[src/sv/squared_distance_transform_defines.svh]
// Assertion macros shared by the squared distance transform RTL.
// Included by modules that carry concurrent checks.
`ifndef SQUARED_DISTANCE_TRANSFORM_DEFINES_SVH
`define SQUARED_DISTANCE_TRANSFORM_DEFINES_SVH

// Same-cycle implication check.
`define SDT_ASSERT_NOW(label, clk, rstn, ante, cons) \
    label: assert property (@(posedge clk) disable iff (!rstn) (ante) |-> (cons)) \
        else $error("sdt check failed");

// Next-cycle implication check.
`define SDT_ASSERT_NEXT(label, clk, rstn, ante, cons) \
    label: assert property (@(posedge clk) disable iff (!rstn) (ante) |=> (cons)) \
        else $error("sdt check failed");

`endif

[src/sv/sdt_pkg.sv]
// Shared types and constants for the squared distance transform.
// No dependencies.
package sdt_pkg;

    localparam int SDT_MAX_WIDTH  = 64;
    localparam int SDT_MAX_HEIGHT = 64;

    localparam int WIDTH_W = 7;
    localparam int BPP_W   = 3;
    localparam int CHAN_W  = 2;
    localparam int CFG_IDX_W  = 3;
    localparam int CFG_DATA_W = 7;
    localparam int PIXEL_W = 32;
    localparam int LEVEL_W = 8;

    localparam logic [WIDTH_W-1:0] WIDTH_RESET  = 7'd64;
    localparam logic [WIDTH_W-1:0] HEIGHT_RESET = 7'd64;
    localparam logic [BPP_W-1:0]   BPP_RESET    = 3'd1;
    localparam logic [CHAN_W-1:0]  CHAN_RESET   = 2'd0;

    // item kinds
    localparam logic OP_LOAD = 1'b0;
    localparam logic OP_READ = 1'b1;

    // register indexes
    localparam logic [CFG_IDX_W-1:0] REG_WIDTH  = 3'd0;
    localparam logic [CFG_IDX_W-1:0] REG_HEIGHT = 3'd1;
    localparam logic [CFG_IDX_W-1:0] REG_BPP    = 3'd2;
    localparam logic [CFG_IDX_W-1:0] REG_CHAN   = 3'd3;

    // controller phases, also the datapath command
    localparam int PH_W = 4;
    localparam logic [PH_W-1:0] PH_IDLE      = 4'd0;
    localparam logic [PH_W-1:0] PH_FWD_RD    = 4'd1;
    localparam logic [PH_W-1:0] PH_FWD_WR    = 4'd2;
    localparam logic [PH_W-1:0] PH_BWD_RD    = 4'd3;
    localparam logic [PH_W-1:0] PH_BWD_WR    = 4'd4;
    localparam logic [PH_W-1:0] PH_END0      = 4'd5;
    localparam logic [PH_W-1:0] PH_END1      = 4'd6;
    localparam logic [PH_W-1:0] PH_COL_RUN   = 4'd7;
    localparam logic [PH_W-1:0] PH_COL_DRAIN = 4'd8;
    localparam logic [PH_W-1:0] PH_COL_WR    = 4'd9;
    localparam logic [PH_W-1:0] PH_RD_WAIT   = 4'd10;
    localparam logic [PH_W-1:0] PH_RD_DIV    = 4'd11;
    localparam logic [PH_W-1:0] PH_RD_OUT    = 4'd12;

    typedef struct packed {
        logic [PH_W-1:0] phase;
    } sdt_cmd_t;

    typedef struct packed {
        logic start_row;
        logic start_read;
        logic x_end;
        logic x_one;
        logic y_last;
        logic r_last;
        logic k_zero;
        logic out_free;
    } sdt_status_t;

endpackage

[src/sv/sdt_ctrl.sv]
// Phase sequencer for the squared distance transform.
// Depends on sdt_pkg.
module sdt_ctrl
    import sdt_pkg::*;
(
    input  logic        aclk,
    input  logic        aresetn,
    input  sdt_status_t status,
    output sdt_cmd_t    cmd,
    output logic        idle
);

    logic [PH_W-1:0] state_reg, state_next;

    always_comb begin
        state_next = state_reg;
        unique case (state_reg)
            PH_IDLE: begin
                if (status.start_row) begin
                    state_next = PH_FWD_RD;
                end else if (status.start_read) begin
                    state_next = PH_RD_WAIT;
                end
            end
            PH_FWD_RD:    state_next = PH_FWD_WR;
            PH_FWD_WR:    state_next = status.x_end ? PH_BWD_RD : PH_FWD_RD;
            PH_BWD_RD:    state_next = PH_BWD_WR;
            PH_BWD_WR:    state_next = status.x_one ? PH_END0 : PH_BWD_RD;
            PH_END0:      state_next = PH_END1;
            PH_END1:      state_next = status.y_last ? PH_COL_RUN : PH_FWD_RD;
            PH_COL_RUN:   state_next = status.r_last ? PH_COL_DRAIN : PH_COL_RUN;
            PH_COL_DRAIN: state_next = PH_COL_WR;
            PH_COL_WR: begin
                state_next = (status.y_last && status.x_end) ? PH_IDLE : PH_COL_RUN;
            end
            PH_RD_WAIT:   state_next = PH_RD_DIV;
            PH_RD_DIV:    state_next = status.k_zero ? PH_RD_OUT : PH_RD_DIV;
            PH_RD_OUT:    state_next = status.out_free ? PH_IDLE : PH_RD_OUT;
            default:      state_next = PH_IDLE;
        endcase
    end

    always_ff @(posedge aclk) begin
        if (!aresetn) begin
            state_reg <= PH_IDLE;
        end else begin
            state_reg <= state_next;
        end
    end

    assign cmd.phase = state_reg;
    assign idle      = (state_reg == PH_IDLE);

endmodule

[config.mk]
export PLATFORM = sky130hd
export DESIGN_NAME = sdt_ctrl
export DESIGN_NICKNAME = d
export VERILOG_FILES = /design/src/sv/squared_distance_transform_defines.svh /design/src/sv/sdt_pkg.sv /design/src/sv/sdt_ctrl.sv
export SDC_FILE = /design/constraint.sdc
export NUM_CORES = 1
export LEC_CHECK = 0
export BUFFER_PORTS_ARGS = -buffer_cell sky130_fd_sc_hd__buf_4
export CORE_AREA = 2 2 39 41
export DETAILED_ROUTE_END_ITERATION = 10
export DIE_AREA = 0 0 41 43
export GPL_TIMING_DRIVEN = 0
export SYNTH_ARGS = -nofsm -noshare
export SYNTH_HDL_FRONTEND = slang
export SYNTH_SLANG_ARGS = --single-unit
export TNS_END_PERCENT = 50
[constraint.sdc]
create_clock -name aclk -period 3 [get_ports aclk]
set_input_delay 0.3 -clock aclk [delete_from_list [all_inputs] [get_ports aclk]]
set_output_delay 0.3 -clock aclk [all_outputs]
set_load 0.01 [all_outputs]
Yosys cells after proc, flatten, opt, wreduce, memory -nomap -nowiden
Cells that the tools add are included.

Flip-flop bits (word level): 4. Bits of input ports: 10. Output and inout port bits: 5. Logic and storage cells: 26.

Equal/unequal tests: 13. Muxes and demuxes: 10. Reduce and logical (&&, ||, !) cells: 2.

Operators with widths (number): one-hot mux 4 bit (13 select lines) (1); == test 4 bit, second input constant (5); == test 4 x 3 -> 1 bit, second input constant (4); two-way mux 4 bit (4); two-way mux 3 bit (4); == test 4 x 2 -> 1 bit, second input constant (2); == test 4 x 1 -> 1 bit, second input constant (1); zero test 4 bit (1); inequality test 3 bit, second input constant (1); two-way mux 2 bit (1); logical AND 1 bit (1).

Logic depth before layout (Yosys ltp)
Gate-level depths: netlist of run 1.

Word-level depth: 3. Gate-level depth with buffers: 5. Mapped depth without buffers: 4.

Least setup slack after synthesis of run 1
No wires, ideal clock.

Path type: register to register. Start point: register state_reg[3], in the netlist cmd[3]. End point: register state_reg[3], in the netlist cmd[3]. Setup time: 0.122 ns. Data arrival time: 1.339 ns. Required time: 2.878 ns. Slack: 1.539 ns. Cell stages (with the launch flop): 6. Buffers on the path: 1. Period minus slack after synthesis: 1.461 ns. Cells stage by stage: dfxtp_1 -> buf_2 -> nor4_1 -> nand2_1 -> o311a_1 -> o311a_1.

Word-level cells in the longest chain between the ends: 2. Elaborated cells between the ends (all ways): 15. Those cells by class: eq/ne: 13; mux: 1; reduce/logical: 1.

Ends and longest elaborated chain: start, declared (line sdt_ctrl.sv:13) `logic [PH_W-1:0] state_reg, state_next;`; start signal, assigned (line sdt_ctrl.sv:47) `state_reg <= state_next;`; zero test 4 bit (*); net idle (line sdt_ctrl.sv:10) `output logic idle`; one-hot mux 4 bit (13 select lines) / inequality test 3 bit (equally long branches).

The timed path passes the listed nets; every way through them passes the cells marked *. A chain may end at the register's enable or synchronous reset.

Worst setup path after layout of run 1
Start point: register state_reg[3], in the netlist cmd[3]. End point: output idle.

Word-level cells in the longest chain between the ends: 1.

Ends and longest elaborated chain: zero test 4 bit (line sdt_ctrl.sv:52) `assign idle = (state_reg == PH_IDLE);`; end, declared (line sdt_ctrl.sv:10).

Every way passes these cells.

==> impl_metrics.csv, run 1 <==
group,metric,value,unit
timing,period_needed,1545,ps
floorplanning,die_height,43,um
global_route,track_usage,13.84,%
worst_setup_path,ff2ff_setup_slack,1600,ps
synth,synth.area.top_cells,"dfxtp_1, nor2_1, o311a_1",
place,dpl_worst_slack,1611,ps
clocking,cts_resized,0,
timing,slew_headroom,76.29,%
routing,wl_per_cell,12.33,um
synth,ys_async_sr_fraction,0,%
power,cellPowerDensity,888.9,nW/um^2
floorplanning,std_cell_rows,14,
power,clkPwrFrac,13.7,%
synth,synth_flop_cell,"dfxtp_1",
place,placed_cells,81,
worst_setup_path,reg2reg_depth,5,
finish,n_fill_cell,155,
global_route,antenna_found_initial,0,
worst_setup_path,criticalPathCategory,"register to primary output",
synth,synth_area_per_cell,7.311,um^2
hold_path,hold_path_end,"cmd[2]$_SDFFE_PN0P_",
finish,final_cell_mix,"buf_4, nor2_1, dfxtp_1",
synth,seq_area_frac_synth,21.48,%
floorplanning,dieWidth,41,um
routing,drc,0,
synth,ys_types,26,
routing,vias,437,
floorplanning,io-pin-count,15,
hold_path,hold_path.startpoint,"aresetn",
worst_setup_path,max_stage_delay,360,ps
synth,syn_area,372.9,um^2
synth,synth_top_area_share,21.48,%
floorplanning,start_util,26.94,%
timing,rsz0062_at_grt,"false",
synth,syn_inst,51,
worst_setup_path,crit_fanout,9,
worst_setup_path,endpoint_kind,"primary output",
run_status,status,"finished clean",
worst_setup_path,crit_chain,"buf_2, nor4_1, buf_4",
global_route,grt_use_met3,1.571,%
power,p_seq_share,23.0,%
worst_setup_path,required,2700,ps
synth,yosysWarnings,0,
global_route,gr-total-overflow,0,
routing,drtIter0Drc,12,
hold_path,holdPathStages,2,
timing,setup_viol,0,
timing,drv_slew,0,
global_route,grt.busiest_layer,"met2",
floorplanning,die-area,1763,um^2
timing,tightest_slew,352.5,ps
routing,wl,1.036,mm
routing,ant_nets,0,
power,switching_share,44.36,%
place,io_buffer_count,14,
run,maxCapViolCount,0,
timing,period_share,51.50,%
synth,yosys.area.top_type,"dfxtp_1",
clocking,cts_root_buffer,"clkbuf_4",
finish,final_cells,84,
clocking,cts_sinks,4,
timing,fin_worst_skew,2.863,ps
routing,dr.pass1.iters,4,
clocking,cts_setup_buffers,0,
worst_setup_path,r2r_start,"cmd[0]$_SDFFE_PN0P_",
routing,avgViaCountPerCell,5.202,
finish,areaGrowthSynthToFinish,39.60,%
finish,drive_gt1_share,33.82,%
timing,finalHoldViolations,0,
clocking,holdBufCountCts,0,
power,p_switching,0.0002052,W
finish,antenna_cells,0,
floorplanning,core_area,1384,um^2
synth,synth_edf_count,0,
power,ir_drop,0.3075,mV
clocking,cts_max_level,1,
place,dp_hpwl,783.3,um
timing,fmax,647.2,MHz
worst_setup_path,startpoint_type,"register",
finish,design_area,520.5,um^2
hold_path,hp-class,"primary input to register",
clocking,cts_max_path_buffers,2,
clocking,cts_tree,"done",
timing,tns,0,ps
clocking,insertion_delay,230,ps
global_route,grt_max_degree,11,
finish,largest_reg_flops,4,
worst_setup_path,slowest_stage,"nor4_1",
power,comb_power_share,63.4,%
global_route,grt_pass1_vias,397,
power,power.internal,0.0002574,W
power,p_leak,0.2226,nW
place,place_area,498.0,um^2
worst_setup_path,r2r_end,"cmd[1]$_SDFFE_PN0P_",
clocking,cts_buffers,3,
synth,syn-num-nets,61,
synth,ys_seq_elements,4,
timing,setup_slack,1455,ps
place,place_congestion,0.8056,
finish,num-nets-final,80,
global_route,met1_usage,19.23,%
global_route,grt_pass1_wl,1.676,mm
finish,final_common_cell,"buf_4",
worst_setup_path,cp.arrival,1250,ps
clocking,clk_pin_slew_worst_paths,40,ps
global_route,use_met2,19.69,%
critical path, delay by kind of cell, from the launching register on:
kind / cells / cell delay, ps
simple gates: 1 / 360
flops: 1 / 300
buf+inv: 2 / 360
layer usage:
| metal | vias to the layer above | routed length (um) | part of all wire, % |
|---|---|---|---|
| met3 | 0 | 51 | 4.9 |
| li1 | 227 | - | - |
| met2 | 12 | 510 | 49 |
| met5 | - | 0 | 0 |
| met4 | 0 | 0 | 0 |
| met1 | 198 | 473 | 46 |
cells in the mapped netlist (3+ instances only):
cell type and number:
nor2_1 7, dfxtp_1 4, a21oi_1 3, inv_1 3, nand2_1 3, nand2b_1 3, o21ai_0 3
how the worst max path moves through the flow:
stage / start / to / slack, ps / cells past startpoint
global placement: cmd[1]$_SDFFE_PN0P_ / cmd[2]$_SDFFE_PN0P_ / 1600 / 5
detailed placement: cmd[0]$_SDFFE_PN0P_ / cmd[1]$_SDFFE_PN0P_ / 1610 / 5
floorplan: cmd[3]$_SDFFE_PN0P_ / cmd[3]$_SDFFE_PN0P_ / 1540 / 5
CTS: cmd[3]$_SDFFE_PN0P_ / idle / 1440 / 3
global route: cmd[3]$_SDFFE_PN0P_ / idle / 1360 / 3
finish: cmd[3]$_SDFFE_PN0P_ / idle / 1450 / 3
cell families (layout without fill, tap and decap cells):
| logic type | after synthesis | in the layout | synth area share, % |
|---|---|---|---|
| AO/OA/AOI/OAI | 17 | 17 | 32.89 |
| buffers and inverters | 7 | 24 | 9.730 |
| flip-flops | 4 | 4 | 21.48 |
| AND/OR/NAND/NOR | 23 | 23 | 35.91 |
through the flow:
| stage | util (%) | hold slack, ps | total power (W) |
|---|---|---|---|
| CTS | 37.61 | 295.6 | 0.0004672 |
| floorplan | - | 417.5 | 0.0002965 |
| global route | 37.61 | 300.1 | 0.0005063 |
| global placement | 35.99 | 533.5 | 0.0004015 |
| finish | 37.61 | 302.4 | 0.0004627 |
| detailed placement | 35.99 | 539.6 | 0.0003998 |
cell type report:
class	instances	area (um^2)	area share, %
Buffer	4	25.02	4.808
Clock buffer	3	22.52	4.327
Inverter	3	11.26	2.163
Multi-Input combinational cell	40	256.5	49.28
Sequential cell	4	80.08	15.38
Tap cell	16	20.02	3.846
Timing Repair Buffer	14	105.1	20.19
power by group through the flow:
stage | combinational, W | clock, W | sequential (W)
6_report | 0.000293 | 0.0000632 | 0.000106
5_1_grt | 0.000323 | 0.0000716 | 0.000111
4_1_cts | 0.000293 | 0.0000676 | 0.000106
3_5_place_dp | 0.000293 | 0 | 0.000107
3_3_place_gp | 0.000293 | 0 | 0.000108
2_1_floorplan | 0.000189 | 0 | 0.000107
No activity file was read; power rests on OpenSTA's default activity.
==> run 2: changes to the inputs <==
--- a/config.mk
+++ b/config.mk
@@ -5,6 +5,7 @@
 export SDC_FILE = /design/constraint.sdc
 export NUM_CORES = 1
 export LEC_CHECK = 0
+export ABC_AREA = 1
 export BUFFER_PORTS_ARGS = -buffer_cell sky130_fd_sc_hd__buf_4
 export CORE_AREA = 2 2 39 41
 export DETAILED_ROUTE_END_ITERATION = 10
==> constraint.sdc (replaced) <==
create_clock -name aclk -period 1.59 [get_ports aclk]
set_input_delay 0.159 -clock aclk [delete_from_list [all_inputs] [get_ports aclk]]
set_output_delay 0.159 -clock aclk [all_outputs]
set_load 0.01 [all_outputs]
==> impl_metrics.csv, run 2 <==
group,metric,value,unit
synth,synthTopCellsByCount,"nand2_1, inv_1, nor2_1, nand3_1, dfxtp_1",
worst_setup_path,startpoint_type,"register",
finish,drive_gt1_share,27.06,%
synth,synth_top_area_share,22.92,%
synth,synth_area_per_cell,5.299,um^2
clocking,clk_pin_slew_worst_paths,30,ps
synth,synthAdderAreaFrac,0,%
worst_setup_path,criticalPathCategory,"register to primary output",
timing,slew_headroom,75.68,%
place,place_area,485.5,um^2
synth,synth_flop_cell,"dfxtp_1",
run_status,status,"finished clean",
synth,ys_async_sr_fraction,0,%
synth,yosysMostFrequentCell,"nand2_1",
clocking,cts_buffers,3,
routing,ant_nets,0,
clocking,insertion_delay,230,ps
finish,antenna_cells,0,
worst_setup_path,required,1430,ps
clocking,cts_setup_buffers,0,
timing,rsz0062_at_grt,"false",
hold_path,hold_path_end,"cmd[0]$_SDFFE_PN0P_",
synth,syn_inst,68,
timing,tightest_slew,363.5,ps
global_route,gr-total-overflow,0,
power,cellPowerDensity,1690,nW/um^2
finish,multi_input_area,224.0,um^2
global_route,grt_pass1_wl,1.524,mm
timing,tns,0,ps
routing,drtIter0Drc,9,
routing,avgViaCountPerCell,4.416,
clocking,cts_max_path_buffers,2,
synth,synth_top_family_by_area,"simple AND/OR/NAND/NOR gates",
synth,synth_edf_count,0,
worst_setup_path,crit_fanout,6,
timing,period_needed,1356,ps
synth,synth_compound_area_share,6.250,%
clocking,cts_sinks,4,
timing,setup_viol,0,
clocking,cts_resized,0,
finish,areaGrowthSynthToFinish,40.97,%
synth,synth.area.top_cells,"nand2_1, dfxtp_1, inv_1",
global_route,track_usage,12.56,%
synth,ys_seq_elements,4,
global_route,grt_pass1_vias,411,
place,io_buffer_count,14,
run,maxCapViolCount,0,
routing,wl_per_cell,8.624,um
worst_setup_path,cp.arrival,1200,ps
synth,yosys-mux-area-fraction,0,%
hold_path,hp-class,"primary input to register",
finish,design_area,508.0,um^2
synth,synth-xor-area-share,0,%
floorplanning,std_cell_rows,14,
worst_setup_path,endpoint_kind,"primary output",
worst_setup_path,ff2ff_setup_slack,340,ps
clocking,cts_max_level,1,
clocking,holdBufCountCts,0,
timing,fin_worst_skew,0.4785,ps
finish,largest_reg_flops,4,
finish,regArea,80.08,um^2
finish,n_fill_cell,169,
routing,wl,871,um
finish,num-nets-final,97,
global_route,grt_max_degree,10,
floorplanning,die_height,43,um
floorplanning,io-pin-count,15,
clocking,cts_root_buffer,"clkbuf_4",
synth,yosys.area_share.simple,55.90,%
place,dp_hpwl,730.6,um
power,ir_drop,0.7878,mV
floorplanning,dieWidth,41,um
floorplanning,die-area,1763,um^2
timing,period_share,85.31,%
finish,final_cell_mix,"nand2_1, buf_4, inv_1, nor2_1, nand3_1",
synth,ys_types,14,
hold_path,holdPathStages,3,
worst_setup_path,reg2reg_depth,6,
routing,dr.pass1.iters,4,
synth,syn-num-nets,78,
worst_setup_path,r2r_start,"cmd[2]$_SDFFE_PN0P_",
timing,finalHoldViolations,0,
routing,drc,0,
place,place_congestion,0.8740,
finish,final_common_cell,"nand2_1",
floorplanning,core_area,1384,um^2
synth,yosys.area.top_type,"nand2_1",
clocking,cts_tree,"done",
routing,vias,446,
timing,fmax,737.2,MHz
floorplanning,start_util,26.04,%
hold_path,hold_path.startpoint,"aresetn",
timing,drv_slew,0,
synth,yosysWarnings,0,
power,p_leak,0.2974,nW
worst_setup_path,r2r_end,"cmd[1]$_SDFFE_PN0P_",
synth,syn_area,360.3,um^2
global_route,antenna_found_initial,0,
synth,seq_area_frac_synth,22.22,%
run 2: changes by cell type in the layout (fill, tap and decap cells not counted), sizes merged, moves of 2 or more:
cell and change:
a21oi -3, o311a -2, nor3 +3, a311oi -2, nand4 +3, buf -3
nor2 +4, nor4 -3, nand2b -3, a31oi -2, inv +10, nand2 +19
nand3 +6
run 2: routing by layer:
metal	part of all wire, %	global-route usage [%]
met1	42	15.16
met3	7.2	1.571
met2	51	19.69
met5	0	0
met4	0	8.000
run 2: layout make-up:
type / instances / share of cell area, %
buffer: 1 / 1.478
clock buffer: 3 / 4.433
inverter: 13 / 9.606
multi-input combinational: 50 / 44.09
sequential: 4 / 15.76
tap: 16 / 3.941
timing repair buffer: 14 / 20.69
run 2: per-stage QoR:
step | total power, W | std cells | utilization [%] | hold slack, ps | setup WS (ps)
4_1_cts | 0.0008709 | 101 | 36.71 | 194.8 | 223.8
6_report | 0.0008587 | 101 | 36.71 | 196.5 | 233.5
5_1_grt | 0.0009584 | 101 | 36.71 | 215.2 | 128.3
3_5_place_dp | 0.0007398 | 98 | 35.08 | 441.3 | 362.6
3_3_place_gp | 0.0007453 | 98 | 35.08 | 426.8 | 332.6
2_1_floorplan | 0.0005579 | 68 | - | 322.5 | 448.3
run 2: cell families after synthesis:
kind of cell / count (synthesis)
simple gates: 46
buf+inv: 14
flops: 4
compound gates: 4
run 2: worst max path at each step:
stage                         from                   to  cells past startpoint
4_1_cts        cmd[2]$_SDFFE_PN0P_                 idle                      4
2_1_floorplan  cmd[1]$_SDFFE_PN0P_  cmd[0]$_SDFFE_PN0P_                      8
6_report       cmd[2]$_SDFFE_PN0P_                 idle                      4
5_1_grt        cmd[2]$_SDFFE_PN0P_                 idle                      4
3_3_place_gp   cmd[0]$_SDFFE_PN0P_  cmd[2]$_SDFFE_PN0P_                      7
3_5_place_dp   cmd[2]$_SDFFE_PN0P_  cmd[1]$_SDFFE_PN0P_                      6
run 2: where the power goes:
part	switching (W)	total, W	internal, W
sequential	0.0000495	0.000190	0.000141
combinational	0.000318	0.000548	0.000230
clock	0.0000366	0.000121	0.0000841
run 2: worst max-delay path: stages, from the launching register on:
cell     delay, ps
dfxtp_1        350
nor2_1         330
nand2_1        110
inv_1           70
buf_4          110
